## src/rtl/chained_byte_shift_cipher_assert.svh

```systemverilog
// Assertion macros for the chained byte-shift cipher.
// Included by modules that check their own control logic; needs clk and arst_n in scope.
`ifndef CHAINED_BYTE_SHIFT_CIPHER_ASSERT_SVH
`define CHAINED_BYTE_SHIFT_CIPHER_ASSERT_SVH

// Same-cycle implication, off during reset.
`define CBSC_ASSERT_IMPL(lbl, ante, cons) \
	lbl: assert property (@(posedge clk) disable iff (!arst_n) (ante) |-> (cons)) \
		else $error("cbsc implication check failed");

// Next-cycle implication, off during reset.
`define CBSC_ASSERT_NEXT(lbl, ante, cons) \
	lbl: assert property (@(posedge clk) disable iff (!arst_n) (ante) |=> (cons)) \
		else $error("cbsc next-cycle check failed");

`endif

```

## src/rtl/cbsc_pkg.sv

```systemverilog
// Shared types and constants of the chained byte-shift cipher.
// No dependencies; used by every module of the block.
package cbsc_pkg;

	localparam int KEY_CAP           = 16;
	localparam int KEY_CAP_W         = $clog2(KEY_CAP + 1);
	localparam int IDX_W             = $clog2(KEY_CAP);
	localparam int MAX_KEY_BYTES_DEF = 16;
	localparam int TOTAL_W           = 13;
	localparam int DIV_W             = 9;
	localparam int REM_W             = 8;
	localparam int SALT_W            = 5;
	localparam int SALT_MOD          = 25;
	localparam int SALT_RECIP        = 41;
	localparam int SALT_SHIFT        = 10;
	localparam int FIFO_DEPTH        = 4;
	localparam int APB_DATA_W        = 64;
	localparam int CFG_ADDR_W        = 6;

	localparam logic [2:0] REG_KEY_LO   = 3'd0;
	localparam logic [2:0] REG_KEY_HI   = 3'd1;
	localparam logic [2:0] REG_KEY_LEN  = 3'd2;
	localparam logic [2:0] REG_DEC_MODE = 3'd3;
	localparam logic [2:0] REG_SALT_EN  = 3'd4;

	typedef enum logic {
		CMD_START = 1'b0,
		CMD_DATA  = 1'b1
	} cmd_t;

	typedef enum logic [2:0] {
		ST_IDLE,
		ST_SUM,
		ST_MOD_START,
		ST_MOD_WAIT,
		ST_START_OUT,
		ST_OUT,
		ST_MARK
	} back_state_t;

	typedef struct packed {
		cmd_t       kind;
		logic [7:0] data;
		logic       fin;
	} in_item_t;

	typedef struct packed {
		logic [7:0]        out_byte;
		logic              run_end;
		logic              message_end;
		logic [SALT_W-1:0] salt_count;
		logic              short_error;
	} out_item_t;

	typedef struct packed {
		logic [63:0]          key_lo;
		logic [63:0]          key_hi;
		logic [KEY_CAP_W-1:0] key_len;
		logic                 dec_mode;
		logic                 salt_en;
	} cfg_t;

	typedef struct packed {
		logic               start;
		logic [TOTAL_W-1:0] dividend;
		logic [DIV_W-1:0]   divisor;
	} div_req_t;

	typedef struct packed {
		logic             busy;
		logic             done;
		logic [REM_W-1:0] rem;
	} div_rsp_t;

endpackage

```

## src/rtl/cbsc_front.sv

```systemverilog
// Input side of the cipher: accepts stream items, classifies them and queues them.
// Depends on cbsc_pkg.
module cbsc_front import cbsc_pkg::*; (
	input  logic     clk,
	input  logic     arst_n,
	input  logic     s_tvalid,
	output logic     s_tready,
	input  logic [7:0] s_tdata,   // [7:0] data_byte
	input  logic     s_tuser,     // [0] cmd
	input  logic     s_tlast,
	output logic     q_valid,
	output in_item_t q_item,
	input  logic     q_pop
);
	localparam int PTR_W = $clog2(FIFO_DEPTH);
	localparam int CNT_W = $clog2(FIFO_DEPTH + 1);

	in_item_t         fifo_q [FIFO_DEPTH];
	logic [PTR_W-1:0] wr_ptr_q, rd_ptr_q;
	logic [CNT_W-1:0] count_q;
	logic             push;
	in_item_t         item_in;

	assign s_tready = (count_q != CNT_W'(FIFO_DEPTH));
	assign push     = s_tvalid && s_tready;
	assign q_valid  = (count_q != '0);
	assign q_item   = fifo_q[rd_ptr_q];

	always_comb begin
		item_in.kind = cmd_t'(s_tuser);
		item_in.data = s_tdata;
		item_in.fin  = s_tlast;
	end

	always_ff @(posedge clk) begin
		if (push) begin
			fifo_q[wr_ptr_q] <= item_in;
		end
	end

	always_ff @(posedge clk or negedge arst_n) begin
		if (!arst_n) begin
			wr_ptr_q <= '0;
			rd_ptr_q <= '0;
			count_q  <= '0;
		end else begin
			if (push) begin
				wr_ptr_q <= (wr_ptr_q == PTR_W'(FIFO_DEPTH - 1)) ? '0 : wr_ptr_q + 1'b1;
			end
			if (q_pop) begin
				rd_ptr_q <= (rd_ptr_q == PTR_W'(FIFO_DEPTH - 1)) ? '0 : rd_ptr_q + 1'b1;
			end
			case ({push, q_pop})
				2'b10:   count_q <= count_q + 1'b1;
				2'b01:   count_q <= count_q - 1'b1;
				default: count_q <= count_q;
			endcase
		end
	end
endmodule

```

## src/rtl/cbsc_mod_unit.sv

```systemverilog
// Bit-serial remainder unit: one remainder bit per cycle, stepping through all TOTAL_W dividend bits.
// Depends on cbsc_pkg.
module cbsc_mod_unit import cbsc_pkg::*; (
	input  logic     clk,
	input  logic     arst_n,
	input  div_req_t req,
	output div_rsp_t rsp
);
	localparam int CNT_W = $clog2(TOTAL_W + 1);

	logic [CNT_W-1:0]   cnt_q;
	logic               busy_q, done_q;
	logic [TOTAL_W-1:0] dvd_q;
	logic [DIV_W-1:0]   dsr_q;
	logic [DIV_W-1:0]   rem_q;
	logic [DIV_W:0]     trial;
	logic [DIV_W:0]     rem_next;

	always_comb begin
		trial    = {rem_q, dvd_q[TOTAL_W-1]};
		rem_next = (trial >= {1'b0, dsr_q}) ? trial - {1'b0, dsr_q} : trial;
	end

	always_ff @(posedge clk) begin
		if (req.start) begin
			dvd_q <= req.dividend;
			dsr_q <= req.divisor;
			rem_q <= '0;
		end else if (busy_q) begin
			dvd_q <= {dvd_q[TOTAL_W-2:0], 1'b0};
			rem_q <= rem_next[DIV_W-1:0];
		end
	end

	always_ff @(posedge clk or negedge arst_n) begin
		if (!arst_n) begin
			cnt_q  <= '0;
			busy_q <= 1'b0;
			done_q <= 1'b0;
		end else begin
			done_q <= 1'b0;
			if (req.start) begin
				cnt_q  <= CNT_W'(TOTAL_W);
				busy_q <= 1'b1;
			end else if (busy_q) begin
				cnt_q <= cnt_q - 1'b1;
				if (cnt_q == CNT_W'(1)) begin
					busy_q <= 1'b0;
					done_q <= 1'b1;
				end
			end
		end
	end

	assign rsp.busy = busy_q;
	assign rsp.done = done_q;
	assign rsp.rem  = rem_q[REM_W-1:0];
endmodule

```

## src/rtl/cbsc_back.sv

```systemverilog
// Execution side of the cipher: key shift derivation, block shifting, chaining and results.
// Depends on cbsc_pkg, cbsc_mod_unit (through div_req/div_rsp) and the assertion header.
`include "chained_byte_shift_cipher_assert.svh"
module cbsc_back import cbsc_pkg::*; #(
	parameter int MAX_KEY_BYTES = MAX_KEY_BYTES_DEF
) (
	input  logic      clk,
	input  logic      arst_n,
	input  cfg_t      cfg,
	input  logic      q_valid,
	input  in_item_t  q_item,
	output logic      q_pop,
	output div_req_t  div_req,
	input  div_rsp_t  div_rsp,
	input  logic      m_tready,
	output logic      m_tvalid,
	output out_item_t m_item
);
	localparam int CAP = (MAX_KEY_BYTES < KEY_CAP) ? MAX_KEY_BYTES : KEY_CAP;

	back_state_t          state_q, state_d;
	logic [7:0]           buf_q   [KEY_CAP];
	logic [7:0]           src_q   [KEY_CAP];
	logic [7:0]           chain_q [KEY_CAP];
	logic [7:0]           key_sh_q[KEY_CAP];
	logic [IDX_W-1:0]     idx_q;
	logic [KEY_CAP_W-1:0] n_q, blk_len_q, fill_q;
	logic [TOTAL_W-1:0]   total_q;
	logic                 to_key_q, dec_q, fin_q, emitted_q, mark_q, zero_seen_q;
	logic [SALT_W-1:0]    salt_q, salt_left_q, salt_acc_q;
	logic                 out_valid_q;
	out_item_t            out_q;

	logic                 idx_last, slot_free, drop, step_ok, mark_now, blk_done, out_load;
	logic [7:0]           buf_b, ch, ks, enc_c, out_v, cipher;
	logic [KEY_CAP_W-1:0] len_clamped, fill_next;
	logic [127:0]         key_all;
	logic [8:0]           salt_x;
	logic [13:0]          salt_prod;
	logic [8:0]           salt_r;
	logic [SALT_W-1:0]    salt_mod, acc_next;
	out_item_t            out_d;

	always_comb begin
		idx_last  = ({1'b0, idx_q} == n_q - 1'b1);
		slot_free = !out_valid_q || m_tready;
		buf_b     = buf_q[idx_q];
		ch        = chain_q[idx_q];
		ks        = key_sh_q[idx_q];
		enc_c     = buf_b + ch;
		out_v     = dec_q ? (buf_b - ch) : enc_c;
		cipher    = dec_q ? buf_b : enc_c;
		drop      = dec_q && (salt_left_q != '0);
		mark_now  = fin_q && !emitted_q && drop;
		fill_next = fill_q + 1'b1;
		blk_done  = (fill_next == blk_len_q) || q_item.fin;
		key_all   = {cfg.key_hi, cfg.key_lo};
		if (cfg.key_len == '0) begin
			len_clamped = KEY_CAP_W'(1);
		end else if (cfg.key_len > KEY_CAP_W'(CAP)) begin
			len_clamped = KEY_CAP_W'(CAP);
		end else begin
			len_clamped = cfg.key_len;
		end
		// Running salt sum mod 25 via reciprocal multiply and one correction.
		salt_x    = {4'b0, salt_acc_q} + {1'b0, div_rsp.rem};
		salt_prod = salt_x * 14'(SALT_RECIP);
		salt_r    = salt_x - 9'(salt_prod >> SALT_SHIFT) * 9'(SALT_MOD);
		salt_mod  = (salt_r >= 9'(SALT_MOD)) ? SALT_W'(salt_r - 9'(SALT_MOD))
			: SALT_W'(salt_r);
		acc_next  = (zero_seen_q || div_rsp.rem == '0) ? salt_acc_q : salt_mod;
	end

	always_comb begin
		state_d  = state_q;
		q_pop    = 1'b0;
		div_req  = '0;
		out_load = 1'b0;
		out_d    = '0;
		step_ok  = 1'b0;
		case (state_q)
			ST_IDLE: begin
				if (q_valid) begin
					q_pop = 1'b1;
					if (q_item.kind == CMD_START) begin
						state_d = ST_SUM;
					end else if (blk_done) begin
						state_d = ST_OUT;
					end
				end
			end
			ST_SUM: begin
				if (idx_last) begin
					state_d = ST_MOD_START;
				end
			end
			ST_MOD_START: begin
				div_req.start    = 1'b1;
				div_req.dividend = total_q;
				div_req.divisor  = {1'b0, src_q[idx_q]} + 1'b1;
				state_d          = ST_MOD_WAIT;
			end
			ST_MOD_WAIT: begin
				if (div_rsp.done) begin
					if (!idx_last) begin
						state_d = ST_MOD_START;
					end else if (to_key_q) begin
						state_d = ST_START_OUT;
					end else begin
						state_d = mark_q ? ST_MARK : ST_IDLE;
					end
				end
			end
			ST_START_OUT: begin
				if (slot_free) begin
					out_load          = 1'b1;
					out_d.run_end     = 1'b1;
					out_d.salt_count  = salt_q;
					state_d           = ST_IDLE;
				end
			end
			ST_OUT: begin
				step_ok = drop || slot_free;
				if (!drop && slot_free) begin
					out_load          = 1'b1;
					out_d.out_byte    = out_v;
					out_d.run_end     = idx_last;
					out_d.message_end = idx_last && fin_q;
					out_d.salt_count  = salt_q;
				end
				if (step_ok && idx_last) begin
					if (n_q == blk_len_q) begin
						state_d = ST_SUM;
					end else begin
						state_d = mark_now ? ST_MARK : ST_IDLE;
					end
				end
			end
			ST_MARK: begin
				if (slot_free) begin
					out_load          = 1'b1;
					out_d.run_end     = 1'b1;
					out_d.message_end = 1'b1;
					out_d.salt_count  = salt_q;
					out_d.short_error = (salt_left_q != '0);
					state_d           = ST_IDLE;
				end
			end
			default: state_d = ST_IDLE;
		endcase
	end

	// Payload stores: block bytes, derivation source and the output item, no reset.
	always_ff @(posedge clk) begin
		if (state_q == ST_IDLE && q_pop) begin
			if (q_item.kind == CMD_START) begin
				for (int i = 0; i < KEY_CAP; i++) begin
					src_q[i] <= key_all[8*i +: 8];
				end
			end else begin
				buf_q[fill_q[IDX_W-1:0]] <= q_item.data;
			end
		end
		if (state_q == ST_OUT && step_ok) begin
			src_q[idx_q] <= cipher + ks;
		end
		if (out_load) begin
			out_q <= out_d;
		end
	end

	always_ff @(posedge clk or negedge arst_n) begin
		if (!arst_n) begin
			state_q     <= ST_IDLE;
			idx_q       <= '0;
			n_q         <= KEY_CAP_W'(1);
			blk_len_q   <= KEY_CAP_W'(1);
			fill_q      <= '0;
			total_q     <= '0;
			to_key_q    <= 1'b0;
			dec_q       <= 1'b0;
			fin_q       <= 1'b0;
			emitted_q   <= 1'b0;
			mark_q      <= 1'b0;
			zero_seen_q <= 1'b0;
			salt_q      <= '0;
			salt_left_q <= '0;
			salt_acc_q  <= '0;
			out_valid_q <= 1'b0;
			for (int i = 0; i < KEY_CAP; i++) begin
				chain_q[i]  <= '0;
				key_sh_q[i] <= '0;
			end
		end else begin
			state_q <= state_d;
			if (out_load) begin
				out_valid_q <= 1'b1;
			end else if (m_tready) begin
				out_valid_q <= 1'b0;
			end
			case (state_q)
				ST_IDLE: begin
					if (q_pop) begin
						if (q_item.kind == CMD_START) begin
							n_q         <= len_clamped;
							blk_len_q   <= len_clamped;
							dec_q       <= cfg.dec_mode;
							to_key_q    <= 1'b1;
							total_q     <= '0;
							idx_q       <= '0;
							salt_acc_q  <= '0;
							zero_seen_q <= 1'b0;
							fill_q      <= '0;
							mark_q      <= 1'b0;
						end else if (blk_done) begin
							n_q       <= fill_next;
							fin_q     <= q_item.fin;
							emitted_q <= 1'b0;
							idx_q     <= '0;
							fill_q    <= '0;
						end else begin
							fill_q <= fill_next;
						end
					end
				end
				ST_SUM: begin
					total_q <= total_q + (idx_q[0] ? TOTAL_W'({src_q[idx_q], 1'b0})
						: TOTAL_W'(src_q[idx_q]));
					idx_q   <= idx_last ? '0 : idx_q + 1'b1;
				end
				ST_MOD_WAIT: begin
					if (div_rsp.done) begin
						chain_q[idx_q] <= div_rsp.rem;
						if (to_key_q) begin
							key_sh_q[idx_q] <= div_rsp.rem;
							salt_acc_q      <= acc_next;
							zero_seen_q     <= zero_seen_q || (div_rsp.rem == '0);
							if (idx_last) begin
								salt_q      <= cfg.salt_en ? acc_next : '0;
								salt_left_q <= cfg.salt_en ? acc_next : '0;
							end
						end
						idx_q <= idx_last ? '0 : idx_q + 1'b1;
					end
				end
				ST_OUT: begin
					if (step_ok) begin
						if (drop) begin
							salt_left_q <= salt_left_q - 1'b1;
						end else begin
							emitted_q <= 1'b1;
						end
						if (idx_last) begin
							mark_q   <= mark_now;
							to_key_q <= 1'b0;
							total_q  <= '0;
							idx_q    <= '0;
						end else begin
							idx_q <= idx_q + 1'b1;
						end
					end
				end
				default: begin
				end
			endcase
		end
	end

	assign m_tvalid = out_valid_q;
	assign m_item   = out_q;

	`CBSC_ASSERT_IMPL(a_pop_idle, q_pop, state_q == ST_IDLE)
	`CBSC_ASSERT_IMPL(a_div_free, div_req.start, !div_rsp.busy)
	`CBSC_ASSERT_IMPL(a_load_free, out_load, !out_valid_q || m_tready)
	`CBSC_ASSERT_IMPL(a_salt_range, 1'b1, salt_acc_q < SALT_W'(SALT_MOD))
	`CBSC_ASSERT_NEXT(a_fill_bound, state_q == ST_IDLE, fill_q < blk_len_q)
endmodule

```

## src/rtl/chained_byte_shift_cipher.sv

```systemverilog
// Chained byte-shift cipher. Start for key length N: accept, a sum pass over the N key bytes,
// one remainder operation per key byte in the bit-serial remainder unit (13 bits, one per cycle),
// then the start result. Full block of N bytes: accept, shift, sum and one remainder per byte;
// a short final block takes only its accept and shift steps, plus a closing mark if it sent no byte.
// Remainder unit sets the rate. A 4-item input queue and one output register decouple sides.
// Reset (arst_n low, async): queue empty, shifts zero, block length 1, encrypt, salt 0.
module chained_byte_shift_cipher import cbsc_pkg::*; #(
	parameter int MAX_KEY_BYTES = MAX_KEY_BYTES_DEF
) (
	input  logic                  clk,
	input  logic                  arst_n,
	// Input item stream
	input  logic                  s_tvalid,
	output logic                  s_tready,
	input  logic [7:0]            s_tdata,   // [7:0] data_byte
	input  logic                  s_tuser,   // [0] cmd (0 start, 1 data)
	input  logic                  s_tlast,   // final_byte
	// Result item stream
	output logic                  m_tvalid,
	input  logic                  m_tready,
	output logic [15:0]           m_tdata,   // [7:0] out_byte, [8] message_end,
	                                         // [13:9] salt_count, [14] short_error, [15] 0
	output logic                  m_tlast,   // run_end
	// Register port
	input  logic                  psel,
	input  logic                  penable,
	input  logic                  pwrite,
	input  logic [CFG_ADDR_W-1:0] paddr,
	input  logic [APB_DATA_W-1:0] pwdata,
	output logic [APB_DATA_W-1:0] prdata,
	output logic                  pready
);
	cfg_t      cfg_q;
	logic      cfg_wr;
	logic [2:0] reg_idx;
	logic      q_valid, q_pop;
	in_item_t  q_item;
	div_req_t  div_req;
	div_rsp_t  div_rsp;
	out_item_t m_item;

	// Registers sit on 8-byte strides; write in the access phase.
	assign pready  = 1'b1;
	assign reg_idx = paddr[CFG_ADDR_W-1:3];
	assign cfg_wr  = psel && penable && pwrite && pready;

	always_ff @(posedge clk or negedge arst_n) begin
		if (!arst_n) begin
			cfg_q.key_lo   <= '0;
			cfg_q.key_hi   <= '0;
			cfg_q.key_len  <= KEY_CAP_W'(1);
			cfg_q.dec_mode <= 1'b0;
			cfg_q.salt_en  <= 1'b1;
		end else if (cfg_wr) begin
			case (reg_idx)
				REG_KEY_LO:   cfg_q.key_lo   <= pwdata;
				REG_KEY_HI:   cfg_q.key_hi   <= pwdata;
				REG_KEY_LEN:  cfg_q.key_len  <= pwdata[KEY_CAP_W-1:0];
				REG_DEC_MODE: cfg_q.dec_mode <= pwdata[0];
				REG_SALT_EN:  cfg_q.salt_en  <= pwdata[0];
				default: begin
				end
			endcase
		end
	end

	// Read back the register at the addressed slot; unused slots read zero.
	always_comb begin
		case (reg_idx)
			REG_KEY_LO:   prdata = cfg_q.key_lo;
			REG_KEY_HI:   prdata = cfg_q.key_hi;
			REG_KEY_LEN:  prdata = APB_DATA_W'(cfg_q.key_len);
			REG_DEC_MODE: prdata = APB_DATA_W'(cfg_q.dec_mode);
			REG_SALT_EN:  prdata = APB_DATA_W'(cfg_q.salt_en);
			default:      prdata = '0;
		endcase
	end

	// Front: accept and classify items, hold them in the queue.
	cbsc_front u_front (
		.clk      (clk),
		.arst_n   (arst_n),
		.s_tvalid (s_tvalid),
		.s_tready (s_tready),
		.s_tdata  (s_tdata),
		.s_tuser  (s_tuser),
		.s_tlast  (s_tlast),
		.q_valid  (q_valid),
		.q_item   (q_item),
		.q_pop    (q_pop)
	);

	// Shared remainder unit for key and chain shift derivation.
	cbsc_mod_unit u_mod (
		.clk    (clk),
		.arst_n (arst_n),
		.req    (div_req),
		.rsp    (div_rsp)
	);

	// Back: derive shifts, shift blocks, drop salt, drive results.
	cbsc_back #(
		.MAX_KEY_BYTES (MAX_KEY_BYTES)
	) u_back (
		.clk      (clk),
		.arst_n   (arst_n),
		.cfg      (cfg_q),
		.q_valid  (q_valid),
		.q_item   (q_item),
		.q_pop    (q_pop),
		.div_req  (div_req),
		.div_rsp  (div_rsp),
		.m_tready (m_tready),
		.m_tvalid (m_tvalid),
		.m_item   (m_item)
	);

	// Pack result fields from the lowest bit up.
	assign m_tdata = {1'b0, m_item.short_error, m_item.salt_count, m_item.message_end,
		m_item.out_byte};
	assign m_tlast = m_item.run_end;
endmodule
```

## config.mk

```make
export PLATFORM = sky130hd
export DESIGN_NAME = chained_byte_shift_cipher
export DESIGN_NICKNAME = d
export VERILOG_FILES = /design/src/rtl/cbsc_pkg.sv /design/src/rtl/cbsc_front.sv /design/src/rtl/cbsc_mod_unit.sv /design/src/rtl/cbsc_back.sv /design/src/rtl/chained_byte_shift_cipher.sv
export VERILOG_INCLUDE_DIRS = /design/src /design/src/rtl
export SDC_FILE = /design/constraint.sdc
export NUM_CORES = 1
export LEC_CHECK = 0
export BUFFER_PORTS_ARGS = -buffer_cell sky130_fd_sc_hd__clkbuf_2
export CAP_MARGIN = 0
export CORE_ASPECT_RATIO = 1.25
export CORE_MARGIN = 4
export CORE_UTILIZATION = 53
export DETAILED_ROUTE_END_ITERATION = 10
export PLACE_DENSITY = 0.75
export SYNTH_ARGS = -nofsm -noshare
export SYNTH_HDL_FRONTEND = slang
export SYNTH_HIERARCHICAL = 1
export SYNTH_SLANG_ARGS = --single-unit
export TNS_END_PERCENT = 1
```

## constraint.sdc

```tcl
create_clock -name clk -period 6.8 [get_ports clk]
set_input_delay 1.36 -clock clk [delete_from_list [all_inputs] [get_ports clk]]
set_output_delay 1.36 -clock clk [all_outputs]
set_load 0.01 [all_outputs]
```

== Word level (Yosys, flattened, before mapping) ==
Memories as Yosys holds them, arrays and structs flattened.
Cells that the tools add are included.
Cells by class
  $add $sub $neg: 18
  multipliers: 2
  $lt $le $gt $ge: 5
  equality and inequality tests: 36
  multiplexer cells: 120
  bitwise logic cells: 2
  reduce and logical (&&, ||, !) cells: 56
Operator list (number)
  64-bit one-hot mux with 5 select lines: 1
  128-bit bitwise mux: 2
  5-bit two-way mux: 19
  13-bit two-way mux: 6
  8-bit two-way mux: 9
  8-bit binary-select mux with 4-bit select: 2
  1-bit two-way mux: 39
  13-bit one-hot mux with 3 select lines: 1
  3-bit two-way mux: 12
  4-bit two-way mux: 9
  8-bit demux with 4-bit select: 1
  23-bit two-way mux: 1
  2-bit by 1-bit inequality test with 1-bit output, second input constant: 11
  5-bit one-hot mux with 2 select lines: 2
  5-bit AND reduction: 4
  9-bit two-way mux: 2
  3-bit one-hot mux with 6 select lines: 1
  2-bit AND reduction: 9
  6-bit AND reduction: 3
  9-bit subtractor: 2
  8-bit adder: 2
  4-bit one-hot mux with 4 select lines: 1
  5-bit one-hot mux with 3 select lines: 1
  9-bit by 6-bit multiplier with 14-bit output, second input constant: 1
  other kinds (49): 98
Word-level totals
  register bits: 508
  RAM bits: 296
  input bits: 87
  output and inout bits: 84
  word-level logic and storage cells: 309
  memories: 3
Memory list
  u_back.buf_q: words 16, bits a word 8, rd ports 1, clocked after memory_dff 0, wr ports 1, RTL line cbsc_back.sv:22  | logic [7:0] buf_q [KEY_CAP];
  u_back.src_q: words 16, bits a word 8, rd ports 1, clocked after memory_dff 0, wr ports 16, RTL line cbsc_back.sv:23  | logic [7:0] src_q [KEY_CAP];
  u_front.fifo_q: words 4, bits a word 10, rd ports 1, clocked after memory_dff 0, wr ports 1, RTL line cbsc_front.sv:18  | in_item_t fifo_q [FIFO_DEPTH];

== Logic depth before layout (Yosys ltp) ==
  depth in word-level cells: 12
  gate-level depth with buffers: 34
  mapped depth without buffers: 33

== Hierarchy ==
Netlist, hierarchy kept.
By module, submodules not included
  cbsc_back: times used 1, cells an instance 2148, area each 29650.9 um2, sequential area each 16002.8 um2
  chained_byte_shift_cipher: times used 1, cells an instance 394, area each 6059.6 um2, sequential area each 3380.7 um2
  cbsc_mod_unit: times used 1, cells an instance 183, area each 2087.0 um2, sequential area each 991.0 um2
  cbsc_front: times used 1, cells an instance 90, area each 1885.6 um2, sequential area each 1376.3 um2

== Worst setup path before layout ==
No wires, ideal clock.
  kind: register -> register
  from: reg u_mod.rem_q[2]
  to: reg u_back.salt_left_q[1]
  library setup time: 0.121 ns
  arrival time: 7.214 ns
  data required time: 6.679 ns
  setup slack: -0.535 ns
  stages on the path, launching flop included: 34
  path buffers: 1
  period minus slack after synthesis: 7.335 ns
  path through: dfxtp_1 -> buf_4 -> ha_1 -> and3_4 -> o21ai_2 -> or2b_1 -> a21o_1 -> and3_1 -> xor2_1 -> inv_1 -> fa_1 -> inv_1 -> ha_1 -> ha_1 -> inv_1 -> or4b_4 -> nand2_1 -> a21o_1 -> a21oi_1 -> xnor2_1 -> ha_1 -> fa_1 -> inv_1 -> fa_1 -> and2_1 -> o21a_1 -> o21ai_0 -> a21oi_1 -> xnor2_1 -> o2111a_1 -> nand3_1 -> a211oi_2 -> nor4_1 -> o22a_1
On the way
  longest elaborated chain between the ends: 12
  elaborated cells between the ends (all ways): 15
  classes of those cells: 3 x add/sub; 2 x mul; 1 x order compare; 7 x mux; 2 x reduce/logical
Ends and longest elaborated chain
  from (decl): RTL line cbsc_mod_unit.sv:15  | logic [DIV_W-1:0] rem_q;
  from (signal assigned): RTL line cbsc_mod_unit.sv:31  | rem_q <= rem_next[DIV_W-1:0];
  5-bit by 8-bit adder with 9-bit output: RTL line cbsc_back.sv:66  | salt_x = {4'b0, salt_acc_q} + {1'b0, div_rsp.rem};
  9-bit by 6-bit multiplier with 14-bit output: RTL line cbsc_back.sv:67  | salt_prod = salt_x * 14'(SALT_RECIP);
  4-bit by 5-bit multiplier with 9-bit output: RTL line cbsc_back.sv:68  | salt_r = salt_x - 9'(salt_prod >> SALT_SHIFT) * 9'(SALT_MOD);
  9-bit subtractor: RTL line cbsc_back.sv:68
  9-bit by 5-bit greater-or-equal comparator with 1-bit output or 5-bit subtractor (tied branches): RTL line cbsc_back.sv:69  | salt_mod = (salt_r >= 9'(SALT_MOD)) ? SALT_W'(salt_r - 9'(SALT_MOD))
  5-bit two-way mux: RTL line cbsc_back.sv:69
  5-bit two-way mux (*): RTL line cbsc_back.sv:71  | acc_next = (zero_seen_q || div_rsp.rem == '0) ? salt_acc_q : salt_mod;
  5-bit two-way mux (*): RTL line cbsc_back.sv:240  | salt_left_q <= cfg.salt_en ? acc_next : '0;
  5-bit two-way mux (*): RTL line cbsc_back.sv:238  | if (idx_last) begin
  5-bit two-way mux (*): RTL line cbsc_back.sv:234  | if (to_key_q) begin
  5-bit two-way mux (*): RTL line cbsc_back.sv:232  | if (div_rsp.done) begin
  5-bit one-hot mux with 2 select lines (*): RTL line cbsc_back.sv:201  | case (state_q)
  to (signal assigned): RTL line cbsc_back.sv:240
  to (signal assigned): RTL line cbsc_back.sv:249  | salt_left_q <= salt_left_q - 1'b1;
  to (decl): RTL line cbsc_back.sv:30  | logic [SALT_W-1:0] salt_q, salt_left_q, salt_acc_q;
Mark *: on every way between the ends. The rest lies on a longest branch, timed or not. The select of a mux whose other input is x is not followed.
A chain may end at the register's enable or synchronous reset.

== Worst setup path after layout ==
  from: reg u_back.salt_acc_q[0]
  to: reg u_back.salt_left_q[3]
On the way
  longest elaborated chain between the ends: 12
  elaborated cells between the ends (all ways): 13
  classes of those cells: 3 x add/sub; 2 x mul; 1 x order compare; 7 x mux
Ends and longest elaborated chain
  from (decl): RTL line cbsc_back.sv:30
  from (signal assigned): RTL line cbsc_back.sv:236  | salt_acc_q <= acc_next;
  5-bit by 8-bit adder with 9-bit output (*): RTL line cbsc_back.sv:66
  9-bit by 6-bit multiplier with 14-bit output: RTL line cbsc_back.sv:67
  4-bit by 5-bit multiplier with 9-bit output: RTL line cbsc_back.sv:68
  9-bit subtractor (*): RTL line cbsc_back.sv:68
  9-bit by 5-bit greater-or-equal comparator with 1-bit output or 5-bit subtractor (tied branches): RTL line cbsc_back.sv:69
  5-bit two-way mux (*): RTL line cbsc_back.sv:69
  5-bit two-way mux (*): RTL line cbsc_back.sv:71
  5-bit two-way mux (*): RTL line cbsc_back.sv:240
  5-bit two-way mux (*): RTL line cbsc_back.sv:238
  5-bit two-way mux (*): RTL line cbsc_back.sv:234
  5-bit two-way mux (*): RTL line cbsc_back.sv:232
  5-bit one-hot mux with 2 select lines (*): RTL line cbsc_back.sv:201
Marks and branches as above.

==> metrics.cfg <==
[yosys]
syn-num-nets=3020
netlist_area_mm2=0.03968
synth_area_per_cell_um2=14.10
yosysWarnings=6
synthesis.instances=2814

[die]
die_h_um=313.9
core_mm2=0.07375
ios=171
rows=111
start_util_pct=53.80
die_width_um=252.7
die-area_mm2=0.07933

[final_layout]
final_cell_mix=dfrtp_1 (453), mux2_2 (402), edfxtp_1 (334), nand2_1 (228), mux4_2 (170)
final_area_mm2=0.04461
antennaDiodeCount=0
drive_gt1_share_pct=36.53
area_growth_pct=12.43
layout_commonest_cell=dfrtp_1
nNetsFinal=3207
fill_cells=5368
stdcell_count=4026

[detailed_routing]
routed_wl_mm=96.92
via_per_inst=6.174
via_count=24860
wl_per_cell_um=24.07
postRouteAntennaNets=0
dr.pass1.iters=6
drcViolationCount=0
drtIter0Drc=2026

[grt]
grt.overflow.total=0
antenna_found_initial=0
grt_pass1_vias=26110
grt_max_degree=181
grt_pass1_wl_mm=152.7
grt_usage_pct=24.53

[placement]
gp_congestion=0.9167
placed_area_mm2=0.04185
io_buffers=165
hpwl_mm=66.56
dp.cells=3873

[clock_tree]
clk_pin_slew_ps=60
cts_tree=yes
numCtsBuffers=79
cts_hold_buf=0
clockBufferDepth=3
clkLatencyLatePin_ps=630
htreeDepth=3
cts_sinks=804
cts_root_buf=clkbuf_16

[worst_setup_path]
critPathBufInv=7
crit_family=adder cells
cp_max_fo=3
endpoint_kind=flop
start_kind=flop
slowest_stage=or4b_4
crit_type=reg -> reg
max_stage_delay_ps=560
crit_required_ps=7350
cp.arrival_ps=7540

[timing]
finalMaxSlewViolations=0
relSlewSlack_pct=16.10
hold_viol_final=0
setup_ws_ps=-192.4
grt_setup_unrepaired=true
fmax_ghz=0.1430
finalSetupViolCount=14
post-route-period-util_pct=102.8
hold_slack_ps=474.1
min_period_ps=6992
skew_ps=25.17
tightest_slew_ps=1252

[outcome]
outcome=complete, but fails checks
violations=setup timing

[min_path]
min_path_type=reg -> reg

[job]
maxCapViolations=0

==> area by class of cell <==
class	instances	area, um^2	area share (%)
Timing Repair Buffer	281	1732	3.882
Clock buffer	108	2251	5.046
Clock inverter	38	292.8	0.6563
Inverter	100	375.4	0.8414
Multi-Input combinational cell	1735	16990	38.09
Tap cell	960	1201	2.693
Sequential cell	804	21760	48.79
==> routing by layer <==
metal,vias to the layer above,global-route usage [%],part of all wire (%)
met5,-,0,0
met2,986,41.72,51
li1,10860,-,-
met4,0,8.992,3.8
met1,12800,32.10,39
met3,214,4.013,6.2
==> sequential cells by signal, indices dropped and copies added, names as in the netlist, 3 cells and up <==
| signal | flops |
|---|---|
| u_back/key_sh_q | 128 |
| u_mod/dvd_q | 13 |
| u_back/salt_q | 5 |
| u_back/blk_len_q | 5 |
| u_back/n_q | 5 |
| u_back/state_q | 3 |
| u_front/fifo_q | 40 |
| u_back/idx_q | 4 |
| u_back/src_q | 128 |
| u_mod/cnt_q | 4 |
| u_back/salt_left_q | 5 |
| u_back/m_item | 16 |
| u_back/buf_q | 128 |
| u_mod/dsr_q | 9 |
| cfg_q | 135 |
| u_back/fill_q | 5 |
| u_back/salt_acc_q | 5 |
| u_back/total_q | 13 |
| u_back/chain_q | 128 |
| u_mod/rem_q | 9 |
| u_front/count_q | 3 |
==> worst register-to-register path: cells and delay by family (launching register included) <==
family	cells	cell delay, ps
DFF	1	410
and+or+nand+nor	6	1050
AOI/OAI and AO/OA	9	1350
buffers and inverters	7	620
xor gates and xnor gates	4	690
adders and majority gates	9	2810
==> per-stage QoR <==
| stage | utilization, % | setup TNS, ps | setup slack (ps) |
|---|---|---|---|
| detailed placement | 56.74 | -4782 | -442.2 |
| global route | 60.49 | -6480 | -543.1 |
| global placement | 56.74 | -2797 | -275.3 |
| finish | 60.49 | -1617 | -192.4 |
| floorplan | - | 0 | 0.2367 |
| CTS | 60.43 | -932.7 | -141.6 |
==> timing repair <==
item	in CTS	in global routing
setup endpoints to repair	15	15
resized for setup	21	11
pin swaps	25	8
setup buffers	7	0
hold endpoints to repair	0	0
==> path summary, 6_finish.rpt <==
kind	slack, ps	cells past startpoint	from	endpoint
worst max-delay path	-190	35	u_back/salt_acc_q[0]$_DFFE_PN0P_	u_back/salt_left_q[3]$_DFFE_PN0P_
worst min-delay path	470	2	u_back/salt_q[1]$_DFFE_PN0P_	u_back/salt_q[1]$_DFFE_PN0P_
worst max register to register	-190	35	u_back/salt_acc_q[0]$_DFFE_PN0P_	u_back/salt_left_q[3]$_DFFE_PN0P_
worst min register to register	470	2	u_back/salt_q[1]$_DFFE_PN0P_	u_back/salt_q[1]$_DFFE_PN0P_
max in group asynchronous	4500	2	arst_n	u_back/key_sh_q[9]$_DFFE_PN0P_
min in group asynchronous	810	1	arst_n	u_front/wr_ptr_q[0]$_DFFE_PN0P_
Power is left out: the tool's default activity adds up to more than one toggle a clock period on the data nets, which glitch-free logic cannot reach.
